`src/fbp_pkg.sv`:
```
// flat-bottom power bond package: shared constants, types and helper functions
// used by the multiplier, square root and top-level sequencer; no dependencies
`timescale 1ns / 1ps
package fbp_pkg;

    localparam int NUM_TYPES = 8;
    localparam int MAX_POWER = 8;
    localparam int FRAC_BITS = 16;
    localparam int TYPE_W    = 3;
    localparam int POW_W     = 4;

    localparam logic [63:0] SAT_CAP = 64'h7FFF_FFFF_FFFF_FFFF;
    localparam logic [63:0] NEG_CAP = 64'h8000_0000_0000_0000;
    localparam logic [63:0] ONE_Q   = 64'(1) << FRAC_BITS;

    // status codes
    localparam logic [2:0] ST_OK    = 3'd0;
    localparam logic [2:0] ST_VSHRT = 3'd1;
    localparam logic [2:0] ST_VLONG = 3'd2;
    localparam logic [2:0] ST_SERR  = 3'd3;
    localparam logic [2:0] ST_LERR  = 3'd4;
    localparam logic [2:0] ST_SAT   = 3'd5;

    // operation codes
    localparam logic OP_WRITE = 1'b0;
    localparam logic OP_EVAL  = 1'b1;

    // request to the shared multiplier
    typedef struct packed {
        logic        start;
        logic [63:0] a;
        logic        a_ov;
        logic [63:0] b;
        logic        b_ov;
        logic        sh_f;
        logic        neg_cap;
    } t_mul_req;

    // response from the shared multiplier
    typedef struct packed {
        logic        done;
        logic [63:0] v;
        logic        ov;
    } t_mul_rsp;

    // magnitude of a signed 32-bit value
    function automatic logic [31:0] mag32(input logic [31:0] v);
        mag32 = v[31] ? (32'd0 - v) : v;
    endfunction

    // n^(n+1), the energy prefactor
    function automatic logic [63:0] coef_e(input logic [POW_W-1:0] n);
        case (n)
            4'd1:    coef_e = 64'd1;
            4'd2:    coef_e = 64'd8;
            4'd3:    coef_e = 64'd81;
            4'd4:    coef_e = 64'd1024;
            4'd5:    coef_e = 64'd15625;
            4'd6:    coef_e = 64'd279936;
            4'd7:    coef_e = 64'd5764801;
            4'd8:    coef_e = 64'd134217728;
            default: coef_e = 64'd0;
        endcase
    endfunction

    // n^(n+2), the force prefactor
    function automatic logic [63:0] coef_f(input logic [POW_W-1:0] n);
        case (n)
            4'd1:    coef_f = 64'd1;
            4'd2:    coef_f = 64'd16;
            4'd3:    coef_f = 64'd243;
            4'd4:    coef_f = 64'd4096;
            4'd5:    coef_f = 64'd78125;
            4'd6:    coef_f = 64'd1679616;
            4'd7:    coef_f = 64'd40353607;
            4'd8:    coef_f = 64'd1073741824;
            default: coef_f = 64'd0;
        endcase
    endfunction

endpackage

```
`src/fbp_sqrt.sv`:
```
// iterative floor square root of a 64-bit value, two radicand bits per cycle
// depends on fbp_pkg only by convention (imports it but uses none of its items)
`timescale 1ns / 1ps
module fbp_sqrt
    import fbp_pkg::*;
(
    input  logic        i_clk,
    input  logic        i_rst_n,
    input  logic        i_start,
    input  logic [63:0] i_x,
    output logic        o_done,
    output logic [31:0] o_root
);

    logic        r_busy, n_busy, r_done, n_done;
    logic [4:0]  r_cnt, n_cnt;
    logic [63:0] r_x, n_x, r_res, n_res, r_x0, n_x0;
    logic [63:0] bitv;
    logic [64:0] trial;

    // one digit step
    always_comb begin
        bitv  = 64'(1) << {r_cnt, 1'b0};
        trial = {1'b0, r_res} + {1'b0, bitv};
        n_busy = r_busy; n_done = 1'b0; n_cnt = r_cnt;
        n_x = r_x; n_res = r_res; n_x0 = r_x0;
        if (i_start) begin
            n_busy = 1'b1; n_cnt = 5'd31; n_x = i_x; n_x0 = i_x; n_res = 64'd0;
        end else if (r_busy) begin
            if ({1'b0, r_x} >= trial) begin
                n_x   = r_x - trial[63:0];
                n_res = (r_res >> 1) + bitv;
            end else begin
                n_res = r_res >> 1;
            end
            n_cnt = r_cnt - 5'd1;
            if (r_cnt == 5'd0) begin
                n_busy = 1'b0; n_done = 1'b1;
            end
        end
    end

    always_ff @(posedge i_clk) begin
        if (!i_rst_n) begin
            r_busy <= 1'b0; r_done <= 1'b0; r_cnt <= 5'd0;
        end else begin
            r_busy <= n_busy; r_done <= n_done; r_cnt <= n_cnt;
        end
        r_x <= n_x; r_res <= n_res; r_x0 <= n_x0;
    end

    assign o_done = r_done;
    assign o_root = r_res[31:0];

    // the root never overshoots the radicand
    a_root_low: assert property (@(posedge i_clk) disable iff (!i_rst_n)
        r_done |-> (64'(o_root) * 64'(o_root)) <= r_x0)
        else $error("square root too large");

endmodule

```
`config.mk`:
```
export PLATFORM = sky130hd
export DESIGN_NAME = fbp_sqrt
export DESIGN_NICKNAME = d
export VERILOG_FILES = /design/src/fbp_pkg.sv /design/src/fbp_sqrt.sv
export SDC_FILE = /design/constraint.sdc
export NUM_CORES = 1
export LEC_CHECK = 0
export BUFFER_PORTS_ARGS = -buffer_cell sky130_fd_sc_hd__buf_2
export CAP_MARGIN = 15
export CORE_MARGIN = 2
export CORE_UTILIZATION = 65
export CTS_CLUSTER_DIAMETER = 120
export DETAILED_ROUTE_END_ITERATION = 16
export PLACE_DENSITY = 0.85
export SLEW_MARGIN = 0
export SYNTH_ARGS = -nofsm -noshare
export SYNTH_HDL_FRONTEND = slang
export SYNTH_SLANG_ARGS = --single-unit
```
`constraint.sdc`:
```
create_clock -name i_clk -period 16.45 [get_ports i_clk]
set_clock_uncertainty 0.1 [all_clocks]
set_input_delay 1.645 -clock i_clk [delete_from_list [all_inputs] [get_ports i_clk]]
set_output_delay 1.645 -clock i_clk [all_outputs]
set_load 0.1 [all_outputs]
```
[After elaboration in Yosys (flattened, before gate mapping)]
Index checks and enable logic that the tools add are counted.
Widths: inputs -> output; s select.
Word-level totals
  bits in latches: 0
  bits of input ports: 67
  memories: 0
  ROM bits: 0
  memory bits (writable): 0
  register bits after elaboration: 135
  output and inout bits: 33
  word-level logic and storage cells: 28
Cells by class
  multiplexer cells: 10
  $mul: 0
  reductions and logical operators: 5
  div/mod/pow operators: 0
  bitwise gates (word level): 2
  $add $sub $neg: 4
  shift operators: 1
  equality and inequality tests: 0
  magnitude comparators: 1
Operator list (number)
  $mux 64: 4
  $add 64x64->65: 1
  $ge 64x65->1: 1
  $add 63x64->64: 1
  $shl 1x6->64 const A: 1
  $sub 64x64->64: 1
  $mux 5: 2
  $logic_not 5->1: 1
  $sub 5x1->5 const B: 1
  $mux 1: 4
  $reduce_bool 2->1: 2
  $reduce_or 3->1: 1
  $not 1->1: 2
  $reduce_and 2->1: 1

[Logic depth before layout (Yosys ltp)]
  depth in word-level cells: 6
  mapped depth: 31
  depth with buffers taken out: 27

[Least setup slack after synthesis]
OpenSTA, ideal clock, no wires.
  kind: register to register
  from: register r_cnt[2]
  to: register r_x[0], enable pin
  data required time: 15927 ps
  arrival time: 6661 ps
  slack: 9265 ps
  buffers on the path: 4
  library setup time: 423 ps
  stages on the path, launching flop included: 28
  clock period less this slack: 7185 ps
  path through: dfxtp_1 -> clkbuf_1 -> nor3_1 -> and2_1 -> ha_1 -> a31oi_1 -> a211oi_2 -> a311o_1 -> a211o_1 -> a21oi_2 -> o31ai_1 -> a31oi_1 -> o21bai_1 -> a31oi_1 -> xor2_1 -> ha_1 -> clkbuf_1 -> nand2_1 -> nor4_1 -> nand4_1 -> o31ai_1 -> o21ba_2 -> a31oi_1 -> and2_1 -> buf_2 -> buf_2 -> nand2_1 -> nand2_1
Between the ends
  word-level cells in the longest chain between the ends: 5
Ends and longest elaborated chain
  from (decl): line fbp_sqrt.sv:16  | logic [4:0] r_cnt, n_cnt;
  from (signal assigned): line fbp_sqrt.sv:47  | r_busy <= n_busy; r_done <= n_done; r_cnt <= n_cnt;
  $shl 1x6->64: line fbp_sqrt.sv:23  | bitv = 64'(1) << {r_cnt, 1'b0};
  $add 64x64->65: line fbp_sqrt.sv:24  | trial = {1'b0, r_res} + {1'b0, bitv};
  $ge 64x65->1: line fbp_sqrt.sv:30  | if ({1'b0, r_x} >= trial) begin
  $reduce_bool 2->1 (no line)
  $reduce_and 2->1 (no line)
  to (signal assigned): line fbp_sqrt.sv:49  | r_x <= n_x; r_res <= n_res; r_x0 <= n_x0;
  to (decl): line fbp_sqrt.sv:17  | logic [63:0] r_x, n_x, r_res, n_res, r_x0, n_x0;
Every way passes these cells.
A chain may end at the register's enable or synchronous reset.

[Worst setup path after layout]
  from: register r_cnt[4]
  to: register r_x[51], enable pin
Same word-level chain as after synthesis.

==> impl_metrics.ini <==
[run_status]
outcome = complete, no violations

[final_layout]
synthToLayoutAreaGrowth_pct = 5.06
seqCellArea_sq_um = 3350
post-route-util_pct = 69.3
fillers = 1889
multi_input_area_sq_um = 10700
drive_gt1_share_pct = 10.1
antennaDiodeCount = 0
final_nets = 2120
fin_area_sq_um = 15700

[power]
vdd_drop_max_mv = 0.113
powerDensity_nw_per_um2 = 165
power_leakage_uw = 0.00615

[place]
dp_hpwl_um = 33700
place_area_sq_um = 15100
place.gp.congestion = 1.00
io_buffers = 99

[synthesis]
synthTopCellsByCount = nand2_1 (227), nor2_1 (167), ha_1 (135)
synth_edf_count = 64
yosys.area.top_type_share_pct = 12.9
synthArstFlopShare_pct = 0
yosys_warnings = 0
netlist_instances = 1942
seq_area_frac_synth_pct = 22.4
yosysMostFrequentCell = nand2_1
syn_area_sq_um = 14900
ys_ff_latch = 135
ys_types = 89
avgSynthCellArea_sq_um = 7.67
synthesis.nets = 2145
ys.flop_type = dfxtp_1
synth_area_leader_cell = edfxtp_1
yosys-top-cells-area = edfxtp_1 (13%), ha_1 (11%), dfxtp_1 (9.5%)

[min_path]
hp-class = register to register
whs_path_depth = 2
worstHoldStart = r_res[0]
worstHoldEndpoint = r_res[0]

[setup_path]
crit_path_start_kind = register
r2r-start = r_cnt[4]
cp_data_required_time_ns = 16.42
end_kind = register
r2r.worst_path.cells = 26
r2r_slack_ns = 8.27
worstSetupPathType = register to register
arrival_ns = 8.14
r2r-end = r_x[51]
worstPathMaxFanout = 64

[cts]
ctsHoldBuffers = 0
post_cts_resized = 0
htree_levels = 4
clockBufferDepth = 2
cts_buffers = 17
clk_pin_slew_worst_paths_ns = 0.06
cts_setup_buffers = 0
cts_tree = done
cts_root_buffer = clkbuf_16
clkSinkCount = 135
clkLatencyLatePin_ns = 0.45

[sta]
fmax_mhz = 122
finalMaxSlewViolations = 0
period_share_pct = 49.7
finalSetupViolCount = 0
period_needed_ns = 8.18
setup_tns_ns = 0
slew_headroom_pct = 36.4
rsz0062_at_grt = false
worst_pin_slew_ns = 0.954
hold_viol_final = 0

[die]
die_x_um = 155
io_pins = 100
core_area_sq_um = 22600
die_y_um = 155
fp.dieArea_sq_um = 24100
start_util_pct = 66.0
rows = 55

[detailed_routing]
detail_route.wl_per_cell_um = 20.2
dr.pass1.iters = 6
viasPerCell = 6.78
drt_iter0_drc = 1609
drc = 0
ant_nets = 0
vias = 15000
routed_wl_um = 44800

[global_route]
grt_antenna_before_repair = 0
grt_pass1_wl_um = 71800
grt_max_degree = 120
grt_pass1_vias = 14000
grt_usage_pct = 36.9
grt_overflow = 0

[run]
maxCapViolCount = 0
## layout make-up
class	count	area share, %
clock buffers	18	2.88
clock inverters	14	0.791
inverters	36	0.863
multi-input cells	1621	68.3
flip-flops and latches	135	21.4
well taps	285	2.28
repair buffers	106	3.54
## how the worst max path moves through the flow
stage                     startpoint       to  slack, ns  cells past startpoint
after CTS                   r_cnt[4]  r_x[49]       8.42                     26
after detailed placement    r_cnt[4]  r_x[50]       8.46                     26
final                       r_cnt[4]  r_x[51]       8.27                     26
after floorplan             r_cnt[2]   r_x[0]       9.27                     27
after global routing        r_cnt[4]  r_x[52]       7.73                     27
after global placement      r_cnt[4]  r_x[53]       8.67                     26
## critical path, cell delays in order, from the launching register on
cell	delay (ns)
dfxtp_1	0.57
nand2b_1	0.27
nor2_1	0.10
and2_1	0.20
ha_1	0.34
a31oi_1	0.33
o21ai_1	0.18
a311o_1	0.39
a211o_1	0.30
a21oi_2	0.30
o22ai_1	0.19
or2_1	0.27
a31oi_1	0.31
xor2_1	0.14
ha_1	0.39
nand4_1	0.24
nor4_1	0.34
nand4_1	0.13
o31ai_1	0.34
o21ba_2	0.23
a31oi_4	0.14
buf_4	0.40
and2_1	0.19
buf_4	0.41
nand2_1	0.12
nand2_2	0.09
buf_4	0.72
## power by group
part	internal [uW]	total [uW]	switching (uW)
clock	208	389	181
combinational	594	1600	1010
sequential	489	585	96.3
total	1290	2580	1280
## layer usage
metal  global-route usage [%]  routed length, um  vias to the layer above
li1                         -                  -                     7122
met1                     44.1              17900                     6950
met2                     62.5              21000                      769
met3                     7.21               3460                      186
met4                     20.0               2490                        0
met5                        0                  0                        -
## cell usage in the layout (no fill, tap or decap), drive strengths merged, types with 10 or more instances in the layout
master and count:
a21boi 11, mux2i 10, and2 26, o21ai 163, inv 46, o21bai 24, nand2 228, buf 106
nor2 167, a211oi 43, dfxtp 71, nand2b 17, a21oi 117, ha 135, nand3 72, o31ai 25
mux2 10, o21a 13, a31oi 69, xnor2 68, and3 25, a311oi 16, nand4 37, xor2 87
a21o 51, nor3 40, or2 10, edfxtp 64, a31o 15, nand3b 13, clkbuf 18
## flip-flops by register name, indices dropped and copies added (netlist names)
signal and cells:
r_busy 1, r_cnt 5, r_res 64, o_done 1, r_x 64
## cell families (layout without fill, tap and decap cells)
group | after synthesis | in the layout | share of synthesized area [%]
AO/OA/AOI/OAI | 631 | 631 | 28.0
flip-flops | 135 | 135 | 22.4
multiplexers | 20 | 20 | 1.43
adder cells (fa/ha/maj) | 136 | 136 | 11.5
XOR/XNOR | 155 | 155 | 9.11
buffers and inverters | 186 | 174 | 6.01
AND/OR/NAND/NOR | 679 | 679 | 21.5
## per-stage QoR
| stage | instances | hold slack [ns] | worst slack, ns | total power [uW] |
|---|---|---|---|---|
| final | 2215 | 0.420 | 8.27 | 2580 |
| after global routing | 2215 | 0.428 | 7.73 | 2750 |
| after CTS | 2215 | 0.413 | 8.42 | 2540 |
| after detailed placement | 2183 | 0.403 | 8.46 | 2150 |
| after global placement | 2183 | 0.398 | 8.67 | 2120 |
| after floorplan | 1942 | 0.378 | 9.27 | 1830 |
No activity file was read; power rests on OpenSTA's default activity.
