**src/fbp_pkg.sv**
```systemverilog
// flat-bottom power bond package: shared constants, types and helper functions
// used by the multiplier, square root and top-level sequencer; no dependencies
`timescale 1ns / 1ps
package fbp_pkg;

    localparam int NUM_TYPES = 8;
    localparam int MAX_POWER = 8;
    localparam int FRAC_BITS = 16;
    localparam int TYPE_W    = 3;
    localparam int POW_W     = 4;

    localparam logic [63:0] SAT_CAP = 64'h7FFF_FFFF_FFFF_FFFF;
    localparam logic [63:0] NEG_CAP = 64'h8000_0000_0000_0000;
    localparam logic [63:0] ONE_Q   = 64'(1) << FRAC_BITS;

    // status codes
    localparam logic [2:0] ST_OK    = 3'd0;
    localparam logic [2:0] ST_VSHRT = 3'd1;
    localparam logic [2:0] ST_VLONG = 3'd2;
    localparam logic [2:0] ST_SERR  = 3'd3;
    localparam logic [2:0] ST_LERR  = 3'd4;
    localparam logic [2:0] ST_SAT   = 3'd5;

    // operation codes
    localparam logic OP_WRITE = 1'b0;
    localparam logic OP_EVAL  = 1'b1;

    // request to the shared multiplier
    typedef struct packed {
        logic        start;
        logic [63:0] a;
        logic        a_ov;
        logic [63:0] b;
        logic        b_ov;
        logic        sh_f;
        logic        neg_cap;
    } t_mul_req;

    // response from the shared multiplier
    typedef struct packed {
        logic        done;
        logic [63:0] v;
        logic        ov;
    } t_mul_rsp;

    // magnitude of a signed 32-bit value
    function automatic logic [31:0] mag32(input logic [31:0] v);
        mag32 = v[31] ? (32'd0 - v) : v;
    endfunction

    // n^(n+1), the energy prefactor
    function automatic logic [63:0] coef_e(input logic [POW_W-1:0] n);
        case (n)
            4'd1:    coef_e = 64'd1;
            4'd2:    coef_e = 64'd8;
            4'd3:    coef_e = 64'd81;
            4'd4:    coef_e = 64'd1024;
            4'd5:    coef_e = 64'd15625;
            4'd6:    coef_e = 64'd279936;
            4'd7:    coef_e = 64'd5764801;
            4'd8:    coef_e = 64'd134217728;
            default: coef_e = 64'd0;
        endcase
    endfunction

    // n^(n+2), the force prefactor
    function automatic logic [63:0] coef_f(input logic [POW_W-1:0] n);
        case (n)
            4'd1:    coef_f = 64'd1;
            4'd2:    coef_f = 64'd16;
            4'd3:    coef_f = 64'd243;
            4'd4:    coef_f = 64'd4096;
            4'd5:    coef_f = 64'd78125;
            4'd6:    coef_f = 64'd1679616;
            4'd7:    coef_f = 64'd40353607;
            4'd8:    coef_f = 64'd1073741824;
            default: coef_f = 64'd0;
        endcase
    endfunction

endpackage

```
**src/fbp_mul.sv**
```systemverilog
// shared saturating 64x64 multiplier, one 32x32 partial product per cycle
// depends on fbp_pkg
`timescale 1ns / 1ps
module fbp_mul
    import fbp_pkg::*;
(
    input  logic     i_clk,
    input  logic     i_rst_n,
    input  t_mul_req i_req,
    output t_mul_rsp o_rsp
);

    logic         r_busy, n_busy;
    logic         r_post, n_post;
    logic         r_done, n_done;
    logic [1:0]   r_step, n_step;
    logic [127:0] r_acc, n_acc;
    logic [63:0]  r_a, n_a, r_b, n_b;
    logic         r_sh, n_sh, r_neg, n_neg;
    logic [63:0]  r_v, n_v;
    logic         r_ov, n_ov;

    logic [31:0]  pa, pb;
    logic [63:0]  pp;
    logic [6:0]   psh;
    logic [127:0] shifted;
    logic [63:0]  cap, res;
    logic         over;

    // partial product operand select
    always_comb begin
        case (r_step)
            2'd0:    begin pa = r_a[31:0];  pb = r_b[31:0];  psh = 7'd0;  end
            2'd1:    begin pa = r_a[31:0];  pb = r_b[63:32]; psh = 7'd32; end
            2'd2:    begin pa = r_a[63:32]; pb = r_b[31:0];  psh = 7'd32; end
            default: begin pa = r_a[63:32]; pb = r_b[63:32]; psh = 7'd64; end
        endcase
        pp = 64'(pa) * 64'(pb);
    end

    // truncate and saturate the full product
    always_comb begin
        shifted = r_sh ? (r_acc >> FRAC_BITS) : r_acc;
        cap     = r_neg ? NEG_CAP : SAT_CAP;
        over    = (shifted[127:64] != 64'd0) || (shifted[63:0] > cap);
        res     = over ? cap : shifted[63:0];
    end

    // sequencing
    always_comb begin
        n_busy = r_busy; n_post = 1'b0; n_done = 1'b0; n_step = r_step;
        n_acc = r_acc; n_a = r_a; n_b = r_b; n_sh = r_sh; n_neg = r_neg;
        n_v = r_v; n_ov = r_ov;
        if (i_req.start) begin
            if ((i_req.a == 64'd0 && !i_req.a_ov) || (i_req.b == 64'd0 && !i_req.b_ov)) begin
                n_v = 64'd0; n_ov = 1'b0; n_done = 1'b1;
            end else if (i_req.a_ov || i_req.b_ov) begin
                n_v = SAT_CAP; n_ov = 1'b1; n_done = 1'b1;
            end else begin
                n_busy = 1'b1; n_step = 2'd0; n_acc = 128'd0;
                n_a = i_req.a; n_b = i_req.b; n_sh = i_req.sh_f; n_neg = i_req.neg_cap;
            end
        end else if (r_busy) begin
            n_acc  = r_acc + (128'(pp) << psh);
            n_step = r_step + 2'd1;
            if (r_step == 2'd3) begin
                n_busy = 1'b0; n_post = 1'b1;
            end
        end else if (r_post) begin
            n_v = res; n_ov = over; n_done = 1'b1;
        end
    end

    always_ff @(posedge i_clk) begin
        if (!i_rst_n) begin
            r_busy <= 1'b0; r_post <= 1'b0; r_done <= 1'b0; r_step <= 2'd0;
        end else begin
            r_busy <= n_busy; r_post <= n_post; r_done <= n_done; r_step <= n_step;
        end
        r_acc <= n_acc; r_a <= n_a; r_b <= n_b; r_sh <= n_sh; r_neg <= n_neg;
        r_v <= n_v; r_ov <= n_ov;
    end

    assign o_rsp.done = r_done;
    assign o_rsp.v    = r_v;
    assign o_rsp.ov   = r_ov;

    // a new product is never requested while one is in flight
    a_no_overlap: assert property (@(posedge i_clk) disable iff (!i_rst_n)
        i_req.start |-> !r_busy && !r_post)
        else $error("multiplier restarted while busy");

endmodule

```
**config.mk**
```make
export PLATFORM = sky130hd
export DESIGN_NAME = fbp_mul
export DESIGN_NICKNAME = d
export VERILOG_FILES = /design/src/fbp_pkg.sv /design/src/fbp_mul.sv
export SDC_FILE = /design/constraint.sdc
export NUM_CORES = 2
export LEC_CHECK = 0
export BUFFER_PORTS_ARGS = -buffer_cell sky130_fd_sc_hd__buf_4
export CAP_MARGIN = 10
export CORE_ASPECT_RATIO = 2
export CORE_UTILIZATION = 65
export CTS_BUF_LIST = sky130_fd_sc_hd__clkbuf_2
export CTS_CLUSTER_SIZE = 16
export DETAILED_ROUTE_END_ITERATION = 10
export PLACE_DENSITY = 0.83
export SETUP_SLACK_MARGIN = 0.02
export SYNTH_ARGS = -nofsm -noshare
export SYNTH_HDL_FRONTEND = slang
export SYNTH_SLANG_ARGS = --single-unit
```
**constraint.sdc**
```tcl
create_clock -name i_clk -period 15.92 [get_ports i_clk]
set_input_delay 0 -clock i_clk [delete_from_list [all_inputs] [get_ports i_clk]]
set_output_delay 0 -clock i_clk [all_outputs]
set_load 0.02 [all_outputs]
```
==> flow_summary.yaml, run 1 <==
yosys:
  synth-edff-count: 323
  synthArstFlopShare: 0
  synth_warnings: 0
  syn_inst: 6324
  ys_seq_elements: 328
  yosysTopAreaCellShare: 0.3157
  avgSynthCellArea_um2: 8.995
  yosysMostFrequentCell: "nor2_1"
  synthTopCellsByArea: "fa_1, edfxtp_1, ha_1"
  ys_seq_area_frac: 0.1723
  synthTopCellsByCount: "nor2_1, inv_1, fa_1"
  ys_types: 73
  ys.flop_type: "edfxtp_1"
  netlist_area_um2: 56890
  syn_nets: 7814
  yosys.area.top_type: "fa_1"
outcome:
  tool.error: "[ERROR GRT-0116] Global routing finished with congestion. Check the congestion regions in the DRC Viewer."
  failing_step: "global routing"
  outcome: "did not finish"
floorplan:
  die_w_um: 211.2
  rows: 153
  dieHeight_um: 420.4
  io_pins: 201
  initial_utilization: 0.6560
clocking:
  clock_path_buffers: 3
  numCtsBuffers: 81
  cts_sinks: 328
  post-cts-setup-buffers: 0
  ctsRootBufferMaster: "clkbuf_2"
  htreeDepth: 3
global_route:
  gr-total-overflow: 1801
  grt_max_degree: 72
  grt_pass1_wl_um: 554900
  grt_usage: 0.8445
  first_global_vias: 71780
place:
  io_buffers: 200
  gp_congestion: 1.196
  placed_area_um2: 59880
  hpwlAfterDp_um: 206600
logic make-up after synthesis:
| family | after synthesis | share of synthesized area |
|---|---|---|
| buffers and inverters | 1226 | 0.08217 |
| AOI/OAI and AO/OA | 937 | 0.1061 |
| adders and majority gates | 1355 | 0.4164 |
| DFF | 328 | 0.1723 |
| muxes | 216 | 0.04100 |
| and+or+nand+nor | 2094 | 0.1562 |
| xor gates and xnor gates | 168 | 0.02587 |
layer usage:
| metal | global-route usage | GRT overflow |
|---|---|---|
| met1 | 0.7981 | 39 |
| met2 | 1.021 | 1138 |
| met3 | 0.7014 | 41 |
| met4 | 0.9087 | 573 |
| met5 | 0.3624 | 10 |
per-stage QoR:
step / std cells / setup WS (ns) / utilization / hold WS, ns
after CTS: 8049 / 1.401 / 0.7464 / 0.001794
after detailed placement: 7504 / 1.534 / 0.6905 / 0.1794
after global placement: 7504 / 1.542 / 0.6905 / 0.1791
after floorplan: 6324 / 4.364 / - / 0.09887
timing repair:
item / CTS
gates resized for setup: 0
endpoints found under the hold margin: 459
setup endpoints to repair: 0
hold buffers: 396
==> inputs of run 2 (changes only) <==
Settings changed: CORE_ASPECT_RATIO 2 to unset, CORE_UTILIZATION 65 to 40, CTS_BUF_LIST sky130_fd_sc_hd__clkbuf_2 to unset, CTS_CLUSTER_SIZE 16 to unset, PLACE_DENSITY 0.83 to unset, PLACE_DENSITY_LB_ADDON set to 0.15, SETUP_SLACK_MARGIN 0.02 to unset.
==> flow_summary.yaml, run 2 <==
hold_path:
  worstHoldEndpoint: "r_a[55]$_DFFE_PP_"
  min_path_cells: 2
  worstHoldPathType: "in -> reg"
  worstHoldStart: "i_req[123]"
drt:
  vias: 48210
  drt-vias-per-instance: 5.725
  drt-pass1-iter-count: 7
  drtIter0Drc: 4747
  drc: 0
  drt_wl_total_um: 229000
  final_antenna_net_count: 0
  wire_per_inst_um: 27.20
floorplan:
  die-area_um2: 143700
  core_area_um2: 141200
  dieHeight_um: 379.1
  rows: 138
  die_w_um: 379.1
  initial_utilization: 0.4028
  io_pins: 201
global_route:
  grt_max_degree: 84
  grt_usage: 0.3221
  grtUsageMet1: 0.4338
  grt_pass1_wl_um: 336100
  met2_usage: 0.5122
  top_usage_layer: "met2"
  use_met3: 0.04939
  gr-total-overflow: 0
  antenna_found_initial: 12
  first_global_vias: 49850
sta:
  min_period_over_period: 0.8967
  finalHoldViolCount: 0
  worst_pin_slew_ns: 1.230
  rsz0062_at_grt: "no"
  relSlewSlack: 0.1754
  fin_skew_ns: 0.03001
  timing.fmax_mhz: 70.05
  period_needed_ns: 14.28
  totalNegativeSetupSlack_ns: 0
  setup_viol: 0
  drv_slew: 0
final_layout:
  largest_reg_flops: 128
  mostFrequentLayoutCell: "nor2_1"
  drive_above_1_share: 0.09850
  fin_nets: 7983
  instances_no_fill: 8420
  areaGrowthSynthToFinish_pct: 11.54
  final_area_um2: 63450
  fillers: 13910
  final_cell_mix: "nor2_1, inv_1, fa_1"
  top_register: "r_acc"
yosys:
  synthTopCellsByArea: "fa_1, edfxtp_1, ha_1"
  ys_seq_elements: 328
  ys_seq_area_frac: 0.1723
  yosysMostFrequentCell: "nor2_1"
  ys.flop_type: "edfxtp_1"
  synth-edff-count: 323
  netlist_area_um2: 56890
  synthTopCellsByCount: "nor2_1, inv_1, fa_1"
  yosys.area.top_type: "fa_1"
  ys_types: 73
  syn_inst: 6324
  yosysTopAreaCellShare: 0.3157
  synth_warnings: 0
  avgSynthCellArea_um2: 8.995
  syn_nets: 7814
  synthArstFlopShare: 0
clocking:
  clk_pin_slew_ns: 0.07
  post-cts-setup-buffers: 0
  clk_latency_ns: 0.65
  clock_path_buffers: 3
  post_cts_resized: 0
  ctsRootBufferMaster: "clkbuf_16"
  numCtsBuffers: 43
  cts_tree: "yes"
  htreeDepth: 2
  ctsHoldBuffers: 132
  cts_sinks: 328
place:
  io_buffers: 200
  dp_cells: 8206
  hpwlAfterDp_um: 186700
  placed_area_um2: 60640
  gp_congestion: 1.007
worst_setup_path:
  crit_type: "reg -> reg"
  cpMaxStageDelayCell: "a2111oi_0"
  r2r-end: "r_acc[73]$_SDFFCE_PP0P_"
  crit_top_cell: "fa_1"
  worstPathRequired_ns: 16.29
  reg2regPathDepth: 40
  arrival_ns: 14.64
  slowest_delay_ns: 1.10
  end_kind: "flop"
  start_kind: "flop"
  critPathMaxFanout: 24
  r2r_start: "r_step[0]$_SDFFE_PN0P_"
  r2r_slack_ns: 1.64
outcome:
  outcome: "completed"
job:
  cap_violations: 0
## run 2: cell counts after synthesis
Identical to the previous run, type by type.
## run 2: layout make-up
class / count / area, um2 / share of cell area
clock inverters: 35 / 397.9 / 0.006271
inverters: 913 / 3432 / 0.05409
multi-input cells: 4770 / 42740 / 0.6736
repair buffers: 437 / 3627 / 0.05717
clock buffers: 45 / 1084 / 0.01708
diodes: 2 / 5.005 / 0.00007888
well taps: 1890 / 2365 / 0.03727
flip-flops and latches: 328 / 9799 / 0.1544
## run 2: kinds of logic after synthesis
| logic type | count (synthesis) | share of synthesized area |
|---|---|---|
| and+or+nand+nor | 2094 | 0.1562 |
| adders and majority gates | 1355 | 0.4164 |
| buffers and inverters | 1226 | 0.08217 |
| AOI/OAI and AO/OA | 937 | 0.1061 |
| DFF | 328 | 0.1723 |
| muxes | 216 | 0.04100 |
| xor gates and xnor gates | 168 | 0.02587 |
## run 2: critical path, delay by kind of cell (launching register included)
family          cells  cell delay, ns
xor+xnor            2            0.70
buf+inv             6            0.62
flops               1            0.38
mux                 1            1.07
simple gates       12            3.09
compound gates      8            3.03
fa+ha+maj          11            5.08
## run 2: stage by stage
stage          hold slack [ns]  utilization  setup slack [ns]
2_1_floorplan          0.09887            -             4.364
3_3_place_gp            0.1850       0.4294             1.949
3_5_place_dp            0.1814       0.4294             1.998
4_1_cts                0.03826       0.4492             1.908
5_1_grt                0.08745       0.4492             1.174
6_report               0.09079       0.4492             1.644
## run 2: worst max path at each step
stage	from	end	slack, ns
floorplan	r_step[0]$_SDFFE_PN0P_	r_acc[104]$_SDFFCE_PP0P_	4.36
global placement	r_step[0]$_SDFFE_PN0P_	r_acc[73]$_SDFFCE_PP0P_	1.95
detailed placement	r_step[0]$_SDFFE_PN0P_	r_acc[118]$_SDFFCE_PP0P_	2.00
global route	r_step[0]$_SDFFE_PN0P_	r_acc[118]$_SDFFCE_PP0P_	1.17
CTS	r_step[0]$_SDFFE_PN0P_	r_acc[73]$_SDFFCE_PP0P_	1.91
finish	r_step[0]$_SDFFE_PN0P_	r_acc[73]$_SDFFCE_PP0P_	1.64
## run 2: layer usage
layer	vias to the layer above	part of all wire
met1	24650	0.41
met3	391	0.083
met4	10	0.051
met2	2187	0.45
li1	20970	-
met5	-	0.00034
Power of run 2 is left out: the tool's default activity adds up to more than one toggle a clock period on the data nets, which glitch-free logic cannot reach.
